File: src/rtl/fue_pkg.sv
// shared types, character constants and the hex digit function of the form url encoder
// no dependencies
`default_nettype none

package fue_pkg;

   // depth of the run queue between front and back
   localparam int unsigned QUEUE_DEPTH = 2;

   // ascii codes
   localparam logic [7:0] CHAR_SPACE   = 8'h20;
   localparam logic [7:0] CHAR_CR      = 8'h0d;
   localparam logic [7:0] CHAR_LF      = 8'h0a;
   localparam logic [7:0] CHAR_PLUS    = 8'h2b;
   localparam logic [7:0] CHAR_PERCENT = 8'h25;
   localparam logic [7:0] CHAR_ZERO    = 8'h30;
   localparam logic [7:0] CHAR_NINE    = 8'h39;
   localparam logic [7:0] CHAR_UPPER_A = 8'h41;
   localparam logic [7:0] CHAR_UPPER_D = 8'h44;
   localparam logic [7:0] CHAR_UPPER_Z = 8'h5a;
   localparam logic [7:0] CHAR_LOWER_A = 8'h61;
   localparam logic [7:0] CHAR_LOWER_Z = 8'h7a;
   localparam logic [7:0] CHAR_DASH    = 8'h2d;
   localparam logic [7:0] CHAR_UNDER   = 8'h5f;
   localparam logic [7:0] CHAR_DOT     = 8'h2e;
   localparam logic [7:0] CHAR_BANG    = 8'h21;
   localparam logic [7:0] CHAR_TILDE   = 8'h7e;
   localparam logic [7:0] CHAR_STAR    = 8'h2a;
   localparam logic [7:0] CHAR_QUOTE   = 8'h27;
   localparam logic [7:0] CHAR_LPAREN  = 8'h28;
   localparam logic [7:0] CHAR_RPAREN  = 8'h29;

   // what the back end has to emit for one input byte
   typedef enum logic [1:0] {
      RUN_LITERAL,   // one character, carried in value
      RUN_ESCAPE,    // percent and two hex digits of value
      RUN_CRLF       // the six characters %0D%0A
   } run_kind_type;

   typedef struct packed {
      run_kind_type kind;
      logic [7:0]   value;
      logic         last;
   } run_entry_type;

   typedef logic [2:0] step_type;

   localparam step_type STEP_LAST_ESCAPE = 3'd2;
   localparam step_type STEP_LAST_CRLF   = 3'd5;

   // upper-case hex digit of one nibble
   function automatic logic [7:0] hex_digit(input logic [3:0] nib);
      logic [7:0] wide;
      wide = {4'b0000, nib};
      if (nib < 4'd10) begin
         return CHAR_ZERO + wide;
      end
      return CHAR_UPPER_A + wide - 8'd10;
   endfunction

endpackage

`default_nettype wire

File: src/rtl/fue_if.sv
// valid/ready channel interfaces for the byte input and the character output
// depends on nothing
`default_nettype none

interface fue_req_if;
   logic       valid;
   logic       ready;
   logic [7:0] in_byte;
   logic       in_last;

   modport source (output valid, output in_byte, output in_last, input ready);
   modport sink   (input valid, input in_byte, input in_last, output ready);
endinterface

interface fue_rsp_if;
   logic       valid;
   logic       ready;
   logic [7:0] out_char;
   logic       out_run_end;
   logic       out_string_end;

   modport source (output valid, output out_char, output out_run_end,
                   output out_string_end, input ready);
   modport sink   (input valid, input out_char, input out_run_end,
                   input out_string_end, output ready);
endinterface

`default_nettype wire

File: src/rtl/form_url_encoder.sv
// form url encoder top level: front end, run queue and back end
// the first character of a byte is registered in the run queue, then in the output register
// throughput: one output character per cycle from the back end sequencer when not stalled,
// so a byte gives 1 character (pass-through or space), 3 (escape) or 6 (lf not after cr)
// reset: synchronous, clears the cr flag, the queue and the output valid bit
// depends on fue_pkg, fue_if, fue_front, fue_queue and fue_back
`default_nettype none

module form_url_encoder #(
   parameter int unsigned QUEUE_DEPTH = fue_pkg::QUEUE_DEPTH
) (
   input  logic      clock,
   input  logic      reset,
   fue_req_if.sink   req_chan,
   fue_rsp_if.source rsp_chan
);

   logic                   push_valid;
   logic                   push_ready;
   fue_pkg::run_entry_type push_entry;
   logic                   pop_valid;
   logic                   pop_ready;
   fue_pkg::run_entry_type pop_entry;

   // classify incoming bytes
   fue_front u_front (
      .clock      (clock),
      .reset      (reset),
      .req_chan   (req_chan),
      .push_valid (push_valid),
      .push_entry (push_entry),
      .push_ready (push_ready)
   );

   // decouple front and back
   fue_queue #(
      .DEPTH (QUEUE_DEPTH)
   ) u_queue (
      .clock      (clock),
      .reset      (reset),
      .push_valid (push_valid),
      .push_entry (push_entry),
      .push_ready (push_ready),
      .pop_valid  (pop_valid),
      .pop_entry  (pop_entry),
      .pop_ready  (pop_ready)
   );

   // emit characters
   fue_back u_back (
      .clock     (clock),
      .reset     (reset),
      .pop_valid (pop_valid),
      .pop_entry (pop_entry),
      .pop_ready (pop_ready),
      .rsp_chan  (rsp_chan)
   );

endmodule

`default_nettype wire

File: src/rtl/fue_front.sv
// front end: accepts input bytes, classifies them and tracks the cr flag
// depends on fue_pkg and fue_req_if
`default_nettype none

module fue_front (
   input  logic                   clock,
   input  logic                   reset,
   fue_req_if.sink                req_chan,
   output logic                   push_valid,
   output fue_pkg::run_entry_type push_entry,
   input  logic                   push_ready
);

   logic prev_cr_ff;
   logic prev_cr_in;
   logic accept;

   // unreserved characters that pass through
   function automatic logic byte_passes(input logic [7:0] b);
      logic hit;
      hit = 1'b0;
      if (b >= fue_pkg::CHAR_ZERO && b <= fue_pkg::CHAR_NINE) begin
         hit = 1'b1;
      end
      if (b >= fue_pkg::CHAR_UPPER_A && b <= fue_pkg::CHAR_UPPER_Z) begin
         hit = 1'b1;
      end
      if (b >= fue_pkg::CHAR_LOWER_A && b <= fue_pkg::CHAR_LOWER_Z) begin
         hit = 1'b1;
      end
      if (b == fue_pkg::CHAR_DASH || b == fue_pkg::CHAR_UNDER || b == fue_pkg::CHAR_DOT ||
          b == fue_pkg::CHAR_BANG || b == fue_pkg::CHAR_TILDE || b == fue_pkg::CHAR_STAR ||
          b == fue_pkg::CHAR_QUOTE || b == fue_pkg::CHAR_LPAREN ||
          b == fue_pkg::CHAR_RPAREN) begin
         hit = 1'b1;
      end
      return hit;
   endfunction

   assign req_chan.ready = push_ready;
   assign push_valid     = req_chan.valid;
   assign accept         = req_chan.valid && push_ready;

   // classify the byte into a run
   always_comb begin
      push_entry.last  = req_chan.in_last;
      push_entry.value = req_chan.in_byte;
      push_entry.kind  = fue_pkg::RUN_ESCAPE;
      if (byte_passes(req_chan.in_byte)) begin
         push_entry.kind = fue_pkg::RUN_LITERAL;
      end else if (req_chan.in_byte == fue_pkg::CHAR_SPACE) begin
         push_entry.kind  = fue_pkg::RUN_LITERAL;
         push_entry.value = fue_pkg::CHAR_PLUS;
      end else if (req_chan.in_byte == fue_pkg::CHAR_LF && !prev_cr_ff) begin
         push_entry.kind = fue_pkg::RUN_CRLF;
      end
   end

   // cr flag: set after a cr that does not end the string
   always_comb begin
      prev_cr_in = prev_cr_ff;
      if (accept) begin
         prev_cr_in = (req_chan.in_byte == fue_pkg::CHAR_CR) && !req_chan.in_last;
      end
   end

   always_ff @(posedge clock) begin
      if (reset) begin
         prev_cr_ff <= 1'b0;
      end else begin
         prev_cr_ff <= prev_cr_in;
      end
   end

endmodule

`default_nettype wire

File: src/rtl/fue_queue.sv
// run queue between front and back end, a small circular buffer
// depends on fue_pkg
`default_nettype none

module fue_queue #(
   parameter int unsigned DEPTH = fue_pkg::QUEUE_DEPTH
) (
   input  logic                   clock,
   input  logic                   reset,
   input  logic                   push_valid,
   input  fue_pkg::run_entry_type push_entry,
   output logic                   push_ready,
   output logic                   pop_valid,
   output fue_pkg::run_entry_type pop_entry,
   input  logic                   pop_ready
);

   localparam int unsigned PTR_W = $clog2(DEPTH);
   localparam int unsigned CNT_W = $clog2(DEPTH + 1);
   localparam logic [PTR_W-1:0] PTR_MAX  = PTR_W'(DEPTH - 1);
   localparam logic [CNT_W-1:0] CNT_FULL = CNT_W'(DEPTH);

   fue_pkg::run_entry_type entry_mem [DEPTH];

   logic [PTR_W-1:0] wr_ptr_ff, wr_ptr_in;
   logic [PTR_W-1:0] rd_ptr_ff, rd_ptr_in;
   logic [CNT_W-1:0] count_ff, count_in;
   logic             do_push;
   logic             do_pop;

   assign push_ready = (count_ff != CNT_FULL);
   assign pop_valid  = (count_ff != '0);
   assign pop_entry  = entry_mem[rd_ptr_ff];
   assign do_push    = push_valid && push_ready;
   assign do_pop     = pop_valid && pop_ready;

   // pointer and fill count update
   always_comb begin
      wr_ptr_in = wr_ptr_ff;
      rd_ptr_in = rd_ptr_ff;
      count_in  = count_ff;
      if (do_push) begin
         wr_ptr_in = (wr_ptr_ff == PTR_MAX) ? '0 : wr_ptr_ff + 1'b1;
      end
      if (do_pop) begin
         rd_ptr_in = (rd_ptr_ff == PTR_MAX) ? '0 : rd_ptr_ff + 1'b1;
      end
      case ({do_push, do_pop})
         2'b10:   count_in = count_ff + 1'b1;
         2'b01:   count_in = count_ff - 1'b1;
         default: count_in = count_ff;
      endcase
   end

   always_ff @(posedge clock) begin
      if (reset) begin
         wr_ptr_ff <= '0;
         rd_ptr_ff <= '0;
         count_ff  <= '0;
      end else begin
         wr_ptr_ff <= wr_ptr_in;
         rd_ptr_ff <= rd_ptr_in;
         count_ff  <= count_in;
      end
   end

   // entry storage
   always_ff @(posedge clock) begin
      if (do_push) begin
         entry_mem[wr_ptr_ff] <= push_entry;
      end
   end

endmodule

`default_nettype wire

File: src/rtl/fue_back.sv
// back end: steps through each run one character a beat into the output register
// depends on fue_pkg and fue_rsp_if
`default_nettype none

module fue_back (
   input  logic                   clock,
   input  logic                   reset,
   input  logic                   pop_valid,
   input  fue_pkg::run_entry_type pop_entry,
   output logic                   pop_ready,
   fue_rsp_if.source              rsp_chan
);

   fue_pkg::step_type step_ff, step_in;
   logic              rsp_valid_ff, rsp_valid_in;
   logic [7:0]        char_ff, char_in;
   logic              run_end_ff, run_end_in;
   logic              string_end_ff, string_end_in;
   logic              advance;
   logic [7:0]        cur_char;
   logic              cur_end;

   assign advance = pop_valid && (!rsp_valid_ff || rsp_chan.ready);

   // character at the current step of the run
   always_comb begin
      cur_char = pop_entry.value;
      cur_end  = 1'b1;
      case (pop_entry.kind)
         fue_pkg::RUN_LITERAL: begin
            cur_char = pop_entry.value;
            cur_end  = 1'b1;
         end
         fue_pkg::RUN_ESCAPE: begin
            cur_end = (step_ff == fue_pkg::STEP_LAST_ESCAPE);
            case (step_ff)
               3'd0:    cur_char = fue_pkg::CHAR_PERCENT;
               3'd1:    cur_char = fue_pkg::hex_digit(pop_entry.value[7:4]);
               default: cur_char = fue_pkg::hex_digit(pop_entry.value[3:0]);
            endcase
         end
         fue_pkg::RUN_CRLF: begin
            cur_end = (step_ff == fue_pkg::STEP_LAST_CRLF);
            case (step_ff)
               3'd0, 3'd3: cur_char = fue_pkg::CHAR_PERCENT;
               3'd1, 3'd4: cur_char = fue_pkg::CHAR_ZERO;
               3'd2:       cur_char = fue_pkg::CHAR_UPPER_D;
               default:    cur_char = fue_pkg::CHAR_UPPER_A;
            endcase
         end
         default: begin
            cur_char = pop_entry.value;
            cur_end  = 1'b1;
         end
      endcase
   end

   assign pop_ready = advance && cur_end;

   // step counter and output register
   always_comb begin
      step_in       = step_ff;
      rsp_valid_in  = rsp_valid_ff;
      char_in       = char_ff;
      run_end_in    = run_end_ff;
      string_end_in = string_end_ff;
      if (advance) begin
         rsp_valid_in  = 1'b1;
         char_in       = cur_char;
         run_end_in    = cur_end;
         string_end_in = cur_end && pop_entry.last;
         step_in       = cur_end ? '0 : step_ff + 1'b1;
      end else if (rsp_chan.ready) begin
         rsp_valid_in = 1'b0;
      end
   end

   always_ff @(posedge clock) begin
      if (reset) begin
         step_ff      <= '0;
         rsp_valid_ff <= 1'b0;
      end else begin
         step_ff      <= step_in;
         rsp_valid_ff <= rsp_valid_in;
      end
   end

   always_ff @(posedge clock) begin
      char_ff       <= char_in;
      run_end_ff    <= run_end_in;
      string_end_ff <= string_end_in;
   end

   assign rsp_chan.valid          = rsp_valid_ff;
   assign rsp_chan.out_char       = char_ff;
   assign rsp_chan.out_run_end    = run_end_ff;
   assign rsp_chan.out_string_end = string_end_ff;

endmodule

`default_nettype wire

File: src/flat_wrapper.sv
// flat-port wrapper written by rule: the top's interface ports become plain ports
module form_url_encoder_flat 
#(
   parameter int unsigned QUEUE_DEPTH = fue_pkg::QUEUE_DEPTH
)
  (clock, reset, req_chan_valid, req_chan_in_byte, req_chan_in_last, req_chan_ready, rsp_chan_valid, rsp_chan_out_char, rsp_chan_out_run_end, rsp_chan_out_string_end, rsp_chan_ready);
  fue_req_if req_chan_i ();
  fue_rsp_if rsp_chan_i ();
  input  logic clock;
  input  logic reset;
  input wire logic [$bits(req_chan_i.valid)-1:0] req_chan_valid;
  input wire logic [$bits(req_chan_i.in_byte)-1:0] req_chan_in_byte;
  input wire logic [$bits(req_chan_i.in_last)-1:0] req_chan_in_last;
  output wire logic [$bits(req_chan_i.ready)-1:0] req_chan_ready;
  output wire logic [$bits(rsp_chan_i.valid)-1:0] rsp_chan_valid;
  output wire logic [$bits(rsp_chan_i.out_char)-1:0] rsp_chan_out_char;
  output wire logic [$bits(rsp_chan_i.out_run_end)-1:0] rsp_chan_out_run_end;
  output wire logic [$bits(rsp_chan_i.out_string_end)-1:0] rsp_chan_out_string_end;
  input wire logic [$bits(rsp_chan_i.ready)-1:0] rsp_chan_ready;
  assign req_chan_i.valid = req_chan_valid;
  assign req_chan_i.in_byte = req_chan_in_byte;
  assign req_chan_i.in_last = req_chan_in_last;
  assign req_chan_ready = req_chan_i.ready;
  assign rsp_chan_valid = rsp_chan_i.valid;
  assign rsp_chan_out_char = rsp_chan_i.out_char;
  assign rsp_chan_out_run_end = rsp_chan_i.out_run_end;
  assign rsp_chan_out_string_end = rsp_chan_i.out_string_end;
  assign rsp_chan_i.ready = rsp_chan_ready;
  form_url_encoder #(.QUEUE_DEPTH(QUEUE_DEPTH)) u_core (.clock(clock), .reset(reset), .req_chan(req_chan_i), .rsp_chan(rsp_chan_i));
endmodule
File: config.mk
export PLATFORM = sky130hd
export DESIGN_NAME = form_url_encoder_flat
export DESIGN_NICKNAME = d
export VERILOG_FILES = /design/src/rtl/fue_pkg.sv /design/src/rtl/fue_if.sv /design/src/rtl/form_url_encoder.sv /design/src/rtl/fue_front.sv /design/src/rtl/fue_queue.sv /design/src/rtl/fue_back.sv /design/src/flat_wrapper.sv
export SDC_FILE = /design/constraint.sdc
export NUM_CORES = 1
export LEC_CHECK = 0
export BUFFER_PORTS_ARGS = -buffer_cell sky130_fd_sc_hd__buf_4
export CAP_MARGIN = 20
export CORE_AREA = 3 3 67 69
export DETAILED_ROUTE_END_ITERATION = 16
export DIE_AREA = 0 0 70 72
export PLACE_DENSITY = 0.8
export SYNTH_ARGS = -nofsm -noshare
export SYNTH_HDL_FRONTEND = slang
export SYNTH_SLANG_ARGS = --single-unit
File: constraint.sdc
create_clock -name clock -period 4.4 [get_ports clock]
set_input_delay 0 -clock clock [delete_from_list [all_inputs] [get_ports clock]]
set_output_delay 0 -clock clock [all_outputs]
set_load 0.02 [all_outputs]
==> key figures, run 1 <==
Timing
  • Peak Freq: 0.348 GHz
  • Remaining max-slew budget at the tightest pin: ~40%
  • Final TNS setup: 0 ps
  • Final max-slew violation count: 0
  • Hold Violations, Final: 0
  • Period utilization: roughly two thirds
  • Setup repair after global routing missed its margin: false
  • Final period demand of the worst path: 2870 ps
  • Worst-margin pin slew: slightly below 900 ps
  • Number of setup violations in the final report: 0
  • Worst Clk Skew: about 5.1 ps

Synth
  • Post-synth EDFFs: 32
  • Synth warn: 0
  • Post-synth top flop: edfxtp_1
  • Proportion of synthesized chip area in sequential cells: 49.1%
  • Number of distinct standard cells referenced by the synthesized netlist: between 50 and 60
  • Synth Register Bits: 42
  • Net count of the mapped netlist: about 250
  • Synthesized instance count: 230
  • Netlist area before placement: 2360 um^2
  • Avg Inst Size Synth: just over 10 um^2
  • Async set-reset flop share out of synthesis: 0%

Route
  • Via count of the routed design: 1776
  • Routed wire per std cell: between 10 and 15 um
  • Initial DRC Count: 190
  • Mean number of vias per cell: 5.73
  • Remaining design rule violation count: 0
  • Length of routed met3 wiring: approximately 210 um
  • Wire length after detailed routing: roughly 4600 um
  • Count of nets left with antenna violations after detail routing: 0
  • WL met2: between 2000 and 2500 um
  • Top Layer Used: met4
  • First drt pass iteration count: 4
  • DRT met1 WL: 2060 um

Power and ir drop
  • Switching power: roughly 0.68 mW
  • Worst supply voltage drop on vdd: 281 uV
  • Net switching share of the total power: between 40% and 50%
  • Clock network power share: ~14%
  • Sequential share of power: a little under two fifths
  • Internal Pwr Total: between 1 and 1.5 mW
  • P per Cell Area: around 630 nW/um^2
  • Combinational group share of total power: 48.4%
  • Final total power: around 1.7 mW
  • Leak: slightly above 1 nW

Cells and area
  • Multi-input gate area in the final layout: between 1000 and 1500 um^2
  • Area Overhead vs Synth: 15.3%
  • Area taken by flip-flops and latches: 1160 um^2
  • Total number of nets in the final design: 282
  • Layout cell share with drive strength beyond 1: between 10% and 20%
  • Layout fillers: ~320
  • Number of antenna diodes: 0

Global route
  • First-pass GRT wire length: about 7500 um
  • Largest net degree at the start of global routing: 26
  • Initial antenna violation count: 0
  • Overall Global Routing Usage: 18.8%
  • Remaining global-route overflow: 0
  • Number of global-route vias before repair: about 1600

Clock tree
  • CTS buffer count: 5
  • TritonCTS clock tree: built
  • Clock buffer depth: 2
  • Clock net sink count: 42
  • H-tree levels: 2
  • Clk slew on worst S/H paths: about 80 ps
  • Library cell used as clock root buffer: clkbuf_8
  • Worst-skew pair later-pin latency: a little under 300 ps

Floorplanning
  • Die Area: 5040 um^2
  • Number of top-level pins: 25
  • Floorplan row count: 23
  • Placeable core area: between 3000 and 4000 um^2
  • Starting density of the core: between 50% and 60%
  • Y dimension of the die: 72 um
  • X dimension of the die: around 70 um

Worst setup path
  • Class of the most critical setup path: flop to flop
  • Largest stage delay, worst path: 360 ps
  • Buf/Inv on CP: 2
  • Slowest stage cell on the critical path: a311oi_2
  • Critical path capture point type: flop
  • Most frequent cell on the critical path: ha_1
  • CP arrival: 3110 ps
  • Maximum fanout along the worst path: 25
  • Critical Path RT: ~4600 ps
  • Sequence of cells on the critical path: buf_4 -> mux2i_1 -> inv_1 -> ha_1 -> and3b_1 -> a311oi_2 -> nor2_1 -> ha_1 -> or3_1 -> a21oi_1
  • CP top delay family: simple AND/OR/NAND/NOR gates
  • Worst setup SP type: flop

Placed design
  • Global placement routability congestion: ~0.89
  • # port buffers: 24
  • Half-perimeter wire length of the detailed placement result: about 3300 um

Worst hold path
  • Hold wc startpoint: req_chan_in_byte[0]
  • Type of the worst min-delay path: input pin to flop

Status
  • Result of the run: finished, final reports clean

Job
  • Max_cap viols: 0
## tightest hold or removal path: cells and delay by family
family | cells | cell delay [ps]
buf+inv | 1 | 140
simple gates | 1 | 70
compound gates | 1 | 60
## final cells by class
cell class	instances	share of cell area, %
Timing Repair Buffer	34	10.2
Tap cell	50	2.29
Inverter	15	2.07
Clock inverter	1	0.275
Sequential cell	42	42.6
Clock buffer	7	2.80
Multi-Input combinational cell	161	39.8
## layout by cell type (no fill, tap or decap), types with 4 or more instances in the layout
cell type	synthesis	layout
a21oi_1	14	14
buf_4	2	25
clkbuf_8	0	5
dfxtp_1	10	10
dlygate4sd3_1	0	9
edfxtp_1	32	32
ha_1	10	10
inv_1	14	14
mux2i_1	11	11
nand2_1	18	18
nand2b_1	9	9
nand3_1	6	6
nor2_1	28	28
nor3_1	4	4
o21ai_0	8	8
## repair_timing
item	CTS	global route
hold endpoints to repair	22	0
endpoints found under the setup margin	0	0
buffers inserted	0	0
hold buffers	9	0
gates resized for setup	0	0
## state kept, by name, summed over array words and instances (netlist names), named ones only
register,flops
u_core.u_queue.rd_ptr_ff,1
u_core.u_back.rsp_chan.out_char,8
u_core.u_queue.count_ff,2
u_core.u_back.rsp_chan.out_string_end,1
u_core.u_back.step_ff,3
u_core.u_back.rsp_chan.out_run_end,1
u_core.u_queue.entry_mem,22
u_core.u_queue.wr_ptr_ff,1
u_core.u_front.prev_cr_ff,1
u_core.u_back.rsp_chan.valid,1
## stage by stage
step / setup WS [ps] / hold slack (ps) / utilization, % / std cells / area (um^2)
global placement: 1620 / 198 / 64.3 / 293 / 2550
finish: 1530 / 19.6 / 68.7 / 310 / 2730
detailed placement: 1520 / 200 / 64.3 / 293 / 2550
global route: 1290 / 18.6 / 68.7 / 310 / 2730
CTS: 1510 / 10.8 / 68.7 / 310 / 2730
floorplan: 1710 / 98.9 / - / 230 / 2360
## power groups by stage
| stage | combinational, mW | clock, mW | sequential [mW] |
|---|---|---|---|
| floorplan | 0.538 | 0 | 0.711 |
| global placement | 0.791 | 0 | 0.646 |
| detailed placement | 0.807 | 0 | 0.652 |
| CTS | 0.818 | 0.246 | 0.644 |
| global route | 0.905 | 0.261 | 0.656 |
| finish | 0.826 | 0.239 | 0.642 |
## synthesized netlist by cell type, drive strengths merged (2+ instances only)
master	n	share of area, %
xnor2	3	1.1
nand2	18	2.9
or3	3	0.79
a22oi	3	0.95
a22o	2	0.74
a311oi	3	1.6
o21ai	11	2.3
edfxtp	32	41
clkbuf	7	1.1
o21bai	2	0.63
nor3	4	0.85
mux2i	11	4.7
xor2	3	1.1
nor4b	2	0.74
mux2	2	1.1
nand2b	9	2.4
a21oi	14	3.0
o311ai	2	0.74
nor2	28	4.4
nand3	6	1.3
inv	15	2.4
o221ai	3	1.1
ha	10	5.3
dfxtp	10	8.5
nor4	3	1.4
buf	5	1.5
## per-layer routing
layer / up-vias / global-route usage, %
met5: - / 0
met4: 0 / 7.66
met3: 9 / 4.57
met2: 43 / 32.3
met1: 831 / 23.0
li1: 893 / -
## final timing paths
check                                             endpoint  slack, ps  depth (start not counted)
worst max register to register  u_core.u_queue.count_ff[1]       1530                         10
worst max-delay path            u_core.u_queue.count_ff[1]       1530                         10
worst min-delay path             u_core.u_front.prev_cr_ff         20                          3
worst min register to register   u_core.u_front.prev_cr_ff        480                          2
## cell families (layout without fill, tap and decap cells)
kind of cell               after synthesis  after routing  synth area share [%]
AOI/OAI and AO/OA                       50             50                  14.8
buffers and inverters                   27             57                  5.03
xor gates and xnor gates                 6              6                  2.22
adders and majority gates               10             10                  5.29
DFF                                     42             42                  49.1
and+or+nand+nor                         82             82                  17.8
muxes                                   13             13                  5.77
Note: power is estimated with default switching activity, not from simulation.
==> run 2, diff against run 1 <==
- ABC_AREA: unset -> 1
- CORE_AREA: 3 3 67 69 -> 3 3 72 74
- DIE_AREA: 0 0 70 72 -> 0 0 75 77
- PLACE_DENSITY: 0.8 -> 0.74
- clock period: 4.4 -> 2.6 ns (I/O delays scaled with it)
==> run 2 against run 1 <==
Against the previous run: area after synthesis rose by 1.8%; count of clock-buffer cells in the layout fell by 2; wire length fell by 7.9%; non-clock buffer count rose by 4; via count rose by 5.8%; register-to-register slack got worse by 1300 ps; sequential power rose by 60%; global-route usage fell by 2.1 points; first-iteration DRC count fell by 37%.
==> key figures, run 2 <==
Status
  • Result of the run: finished, final reports clean (unchanged)

Cells and area
  • Number of antenna diodes: 0 (unchanged)
  • Commonest non-fill, non-tap cell in the layout: nand2_1 (was edfxtp_1)
  • Total number of nets in the final design: 350 (was 282)
  • Register bank with the most flops: u_core.u_queue.entry_mem (unchanged)
  • Flip-flop count of the largest register after layout: 22 (unchanged)
  • Top library cells by usage in the layout, fill and taps aside: 62 x nand2_1, 52 x inv_1, 32 x edfxtp_1 (was 32 x edfxtp_1, 28 x nor2_1, 25 x buf_4)
  • End-of-flow core utilization: 61.1% (was 68.7%)
  • Area Overhead vs Synth: 18.3% (was 15.3%)
  • Layout cell share with drive strength beyond 1: 20.7% (was 15.0%)

Global route
  • Busiest grt layer: met2 (unchanged)
  • Remaining global-route overflow: 0 (unchanged)
  • Number of global-route vias before repair: 1778 (was 1647)
  • Global-route met1 utilization: 19.5% (was 23.0%)
  • Overall Global Routing Usage: 16.7% (was 18.8%)
  • Met2 Track Usage GR: 28.3% (was 32.3%)
  • Met3 usage: 4.33% (was 4.57%)
  • Largest net degree at the start of global routing: 16 (was 26)
  • Initial antenna violation count: 0 (unchanged)
  • First-pass GRT wire length: 7490 um (about the same)

Route
  • Routed wire per std cell: 11.1 um (was 14.9 um)
  • Mean number of vias per cell: 4.92 (was 5.73)
  • Count of nets left with antenna violations after detail routing: 0 (unchanged)
  • Remaining design rule violation count: 0 (unchanged)
  • Via count of the routed design: 1879 (was 1776)
  • First drt pass iteration count: 4 (unchanged)
  • Wire length after detailed routing: 4260 um (was 4620 um)
  • Initial DRC Count: 120 (was 190)

Worst setup path
  • Sequence of cells on the critical path: inv_2 -> or2_2 -> o21ai_0 -> inv_1 -> ha_4 -> inv_1 -> nand3_1 -> nand2_1 -> inv_1 -> ha_1 -> a21oi_1 -> o21ai_0 -> o21ai_0 -> a21oi_1 (was buf_4 -> mux2i_1 -> inv_1 -> ha_1 -> and3b_1 -> a311oi_2 -> nor2_1 -> ha_1 -> or3_1 -> a21oi_1)
  • Number of cells traversed by the worst register-to-register path: 14 (was 10)
  • Critical path capture point type: flop (unchanged)
  • Worst setup SP type: flop (unchanged)
  • Slowest stage cell on the critical path: dfxtp_1 (was a311oi_2)
  • Largest stage delay, worst path: 350 ps (was 360 ps)
  • Maximum fanout along the worst path: 4 (was 25)
  • Class of the most critical setup path: flop to flop (unchanged)
  • Critical Path RT: 2790 ps (was 4630 ps)
  • CP arrival: 2590 ps (was 3110 ps)

Power and ir drop
  • Leak: 1.34 nW (was 1.03 nW)
  • P per Cell Area: 1010 nW/um^2 (was 626 nW/um^2)
  • Worst supply voltage drop on vdd: 589 uV (was 281 uV)
  • Final total power: 2.88 mW (was 1.71 mW)

Timing
  • Peak Freq: 0.416 GHz (was 0.348 GHz)
  • Final period demand of the worst path: 2400 ps (was 2870 ps)
  • Period utilization: 92.4% (was 65.3%)
  • Final TNS setup: 0 ps (unchanged)
  • Worst Setup Slack, final: 198 ps (was 1530 ps)
  • Setup repair after global routing missed its margin: false (unchanged)
  • Worst-margin pin slew: 258 ps (was 892 ps)
  • Final max-slew violation count: 0 (unchanged)
  • Remaining max-slew budget at the tightest pin: 82.6% (was 40.3%)
  • Hold Violations, Final: 0 (unchanged)
  • Worst Clk Skew: 9.53 ps (was 5.11 ps)
  • Number of setup violations in the final report: 0 (unchanged)
  • Worst slack on hold paths: 35.3 ps (was 19.6 ps)

Placed design
  • # port buffers: 24 (unchanged)
  • Global placement routability congestion: 0.916 (was 0.888)
  • Worst slack after detailed placement: 126 ps (was 1520 ps)
  • Half-perimeter wire length of the detailed placement result: 3310 um (was 3330 um)

Clock tree
  • H-tree levels: 2 (unchanged)
  • Clk slew on worst S/H paths: 80 ps (about the same)
  • Worst-skew pair later-pin latency: 290 ps (about the same)
  • Library cell used as clock root buffer: clkbuf_8 (unchanged)
  • Clock net sink count: 42 (unchanged)
  • Clock buffer depth: 2 (unchanged)
  • CTS buffer count: 5 (unchanged)
  • TritonCTS clock tree: built (unchanged)
  • Post-CTS setup buffer count: 0 (unchanged)

Synth
  • Post-synth top flop: edfxtp_1 (unchanged)
  • Yosys top cell area share: 39.9% (was 40.6%)
  • Net count of the mapped netlist: 312 (was 253)
  • Async set-reset flop share out of synthesis: 0% (unchanged)
  • Xor and xnor fraction of the mapped netlist area: 0% (was 2.22%)
  • Area fraction in compound gates after synthesis: 11.7% (was 14.8%)
  • Synth Register Bits: 42 (unchanged)
  • Most used standard cells in the synthesized netlist: 62 x nand2_1, 52 x inv_1, 32 x edfxtp_1 (was 32 x edfxtp_1, 28 x nor2_1, 18 x nand2_1)
  • Multiplexer share of the synthesized area: 0% (was 5.77%)
  • Synthesized instance count: 289 (was 230)
  • Post-synth EDFFs: 32 (unchanged)
  • Netlist area before placement: 2410 um^2 (was 2360 um^2)
  • Main combinational cell family by area after synthesis: simple AND/OR/NAND/NOR gates (unchanged)
  • Avg Inst Size Synth: 8.33 um^2 (was 10.3 um^2)
  • Leading area contributor after synthesis: edfxtp_1 (unchanged)
  • Number of distinct standard cells referenced by the synthesized netlist: 28 (was 53)
  • Fraction of the mapped netlist area in simple logic gates: 24.7% (was 17.8%)
  • Synth warn: 0 (unchanged)
  • Adder-cell share of the synthesized area: 5.20% (was 5.29%)
  • Area contributors post-synth: edfxtp_1 40%, nand2_1 9.7%, dfxtp_1 8.3%, inv_1 8.1%, ha_1 5.2% (was edfxtp_1 41%, dfxtp_1 8.5%, ha_1 5.3%, mux2i_1 4.7%, nor2_1 4.4%)
  • Most instantiated library cell after synthesis: nand2_1 (was edfxtp_1)
  • Proportion of synthesized chip area in sequential cells: 48.2% (was 49.1%)

Floorplanning
  • Die Area: 5780 um^2 (was 5040 um^2)
  • X dimension of the die: 75 um (was 70 um)
  • Floorplan row count: 25 (was 23)
  • Y dimension of the die: 77 um (was 72 um)
  • Starting density of the core: 51.7% (was 59.5%)
  • Number of top-level pins: 25 (unchanged)
  • Placeable core area: 4660 um^2 (was 3970 um^2)

Worst hold path
  • Type of the worst min-delay path: input pin to flop (unchanged)
  • Hold-critical path depth: 4 (was 3)

Job
  • Max_cap viols: 0 (unchanged)
## run 2: cell types whose count changed after synthesis, moves of 9 or more
cell / change
nand2_1: +44
o21ai_0: +10
nand3_1: +11
nand2b_1: -9
nand2_2: +9
inv_1: +38
mux2i_1: -11
## run 2: per-layer routing
metal,vias to the layer above,part of all wire [%]
met3,9,3.8
met2,40,49
li1,1006,-
met1,824,45
met4,0,2.3
met5,-,0
## run 2: final timing paths
check                                start                      endpoint  slack (ps)
setup / recovery                      flop    u_core.u_queue.count_ff[1]         200
hold / removal              rsp_chan_ready  u_core.u_back.rsp_chan.valid          40
setup reg to reg                      flop    u_core.u_queue.count_ff[1]         200
hold reg to reg   u_core.u_queue.rd_ptr_ff      u_core.u_queue.rd_ptr_ff         480
## run 2: cell families after synthesis
logic type	count (synthesis)
and+or+nand+nor	127
buffers and inverters	63
adders and majority gates	10
DFF	42
AOI/OAI and AO/OA	47
## run 2: layout make-up
cell class	instances	area, um^2
clock inverter	3	16.3
sequential	42	1160
inverter	56	210
timing repair buffer	38	305
tap	54	67.6
multi-input combinational	184	1020
fill	391	1810
clock buffer	5	68.8
## run 2: through the flow
step | instances | area (um^2)
6_report | 382 | 2850
5_1_grt | 382 | 2850
4_1_cts | 382 | 2830
3_5_place_dp | 366 | 2670
3_3_place_gp | 366 | 2670
2_1_floorplan | 289 | 2410
## run 2: critical path: cells and delay by family (launching register included)
| family | cells | cell delay, ps |
|---|---|---|
| AO/OA/AOI/OAI | 5 | 580 |
| adder cells (fa/ha/maj) | 2 | 560 |
| buffers and inverters | 4 | 320 |
| flip-flops | 1 | 350 |
| AND/OR/NAND/NOR | 3 | 500 |
## run 2: what timing repair did
action,4_1_cts,5_1_grt
endpoints found under the hold margin,14,0
resized for setup,0,3
hold buffers,8,0
setup endpoints to repair,0,1
## run 2: where the power goes
group	leakage, nW	switching [mW]	total (mW)	internal [mW]
sequential	0.384	0.0731	1.03	0.959
combinational	0.912	0.913	1.45	0.538
clock	0.0416	0.216	0.400	0.184
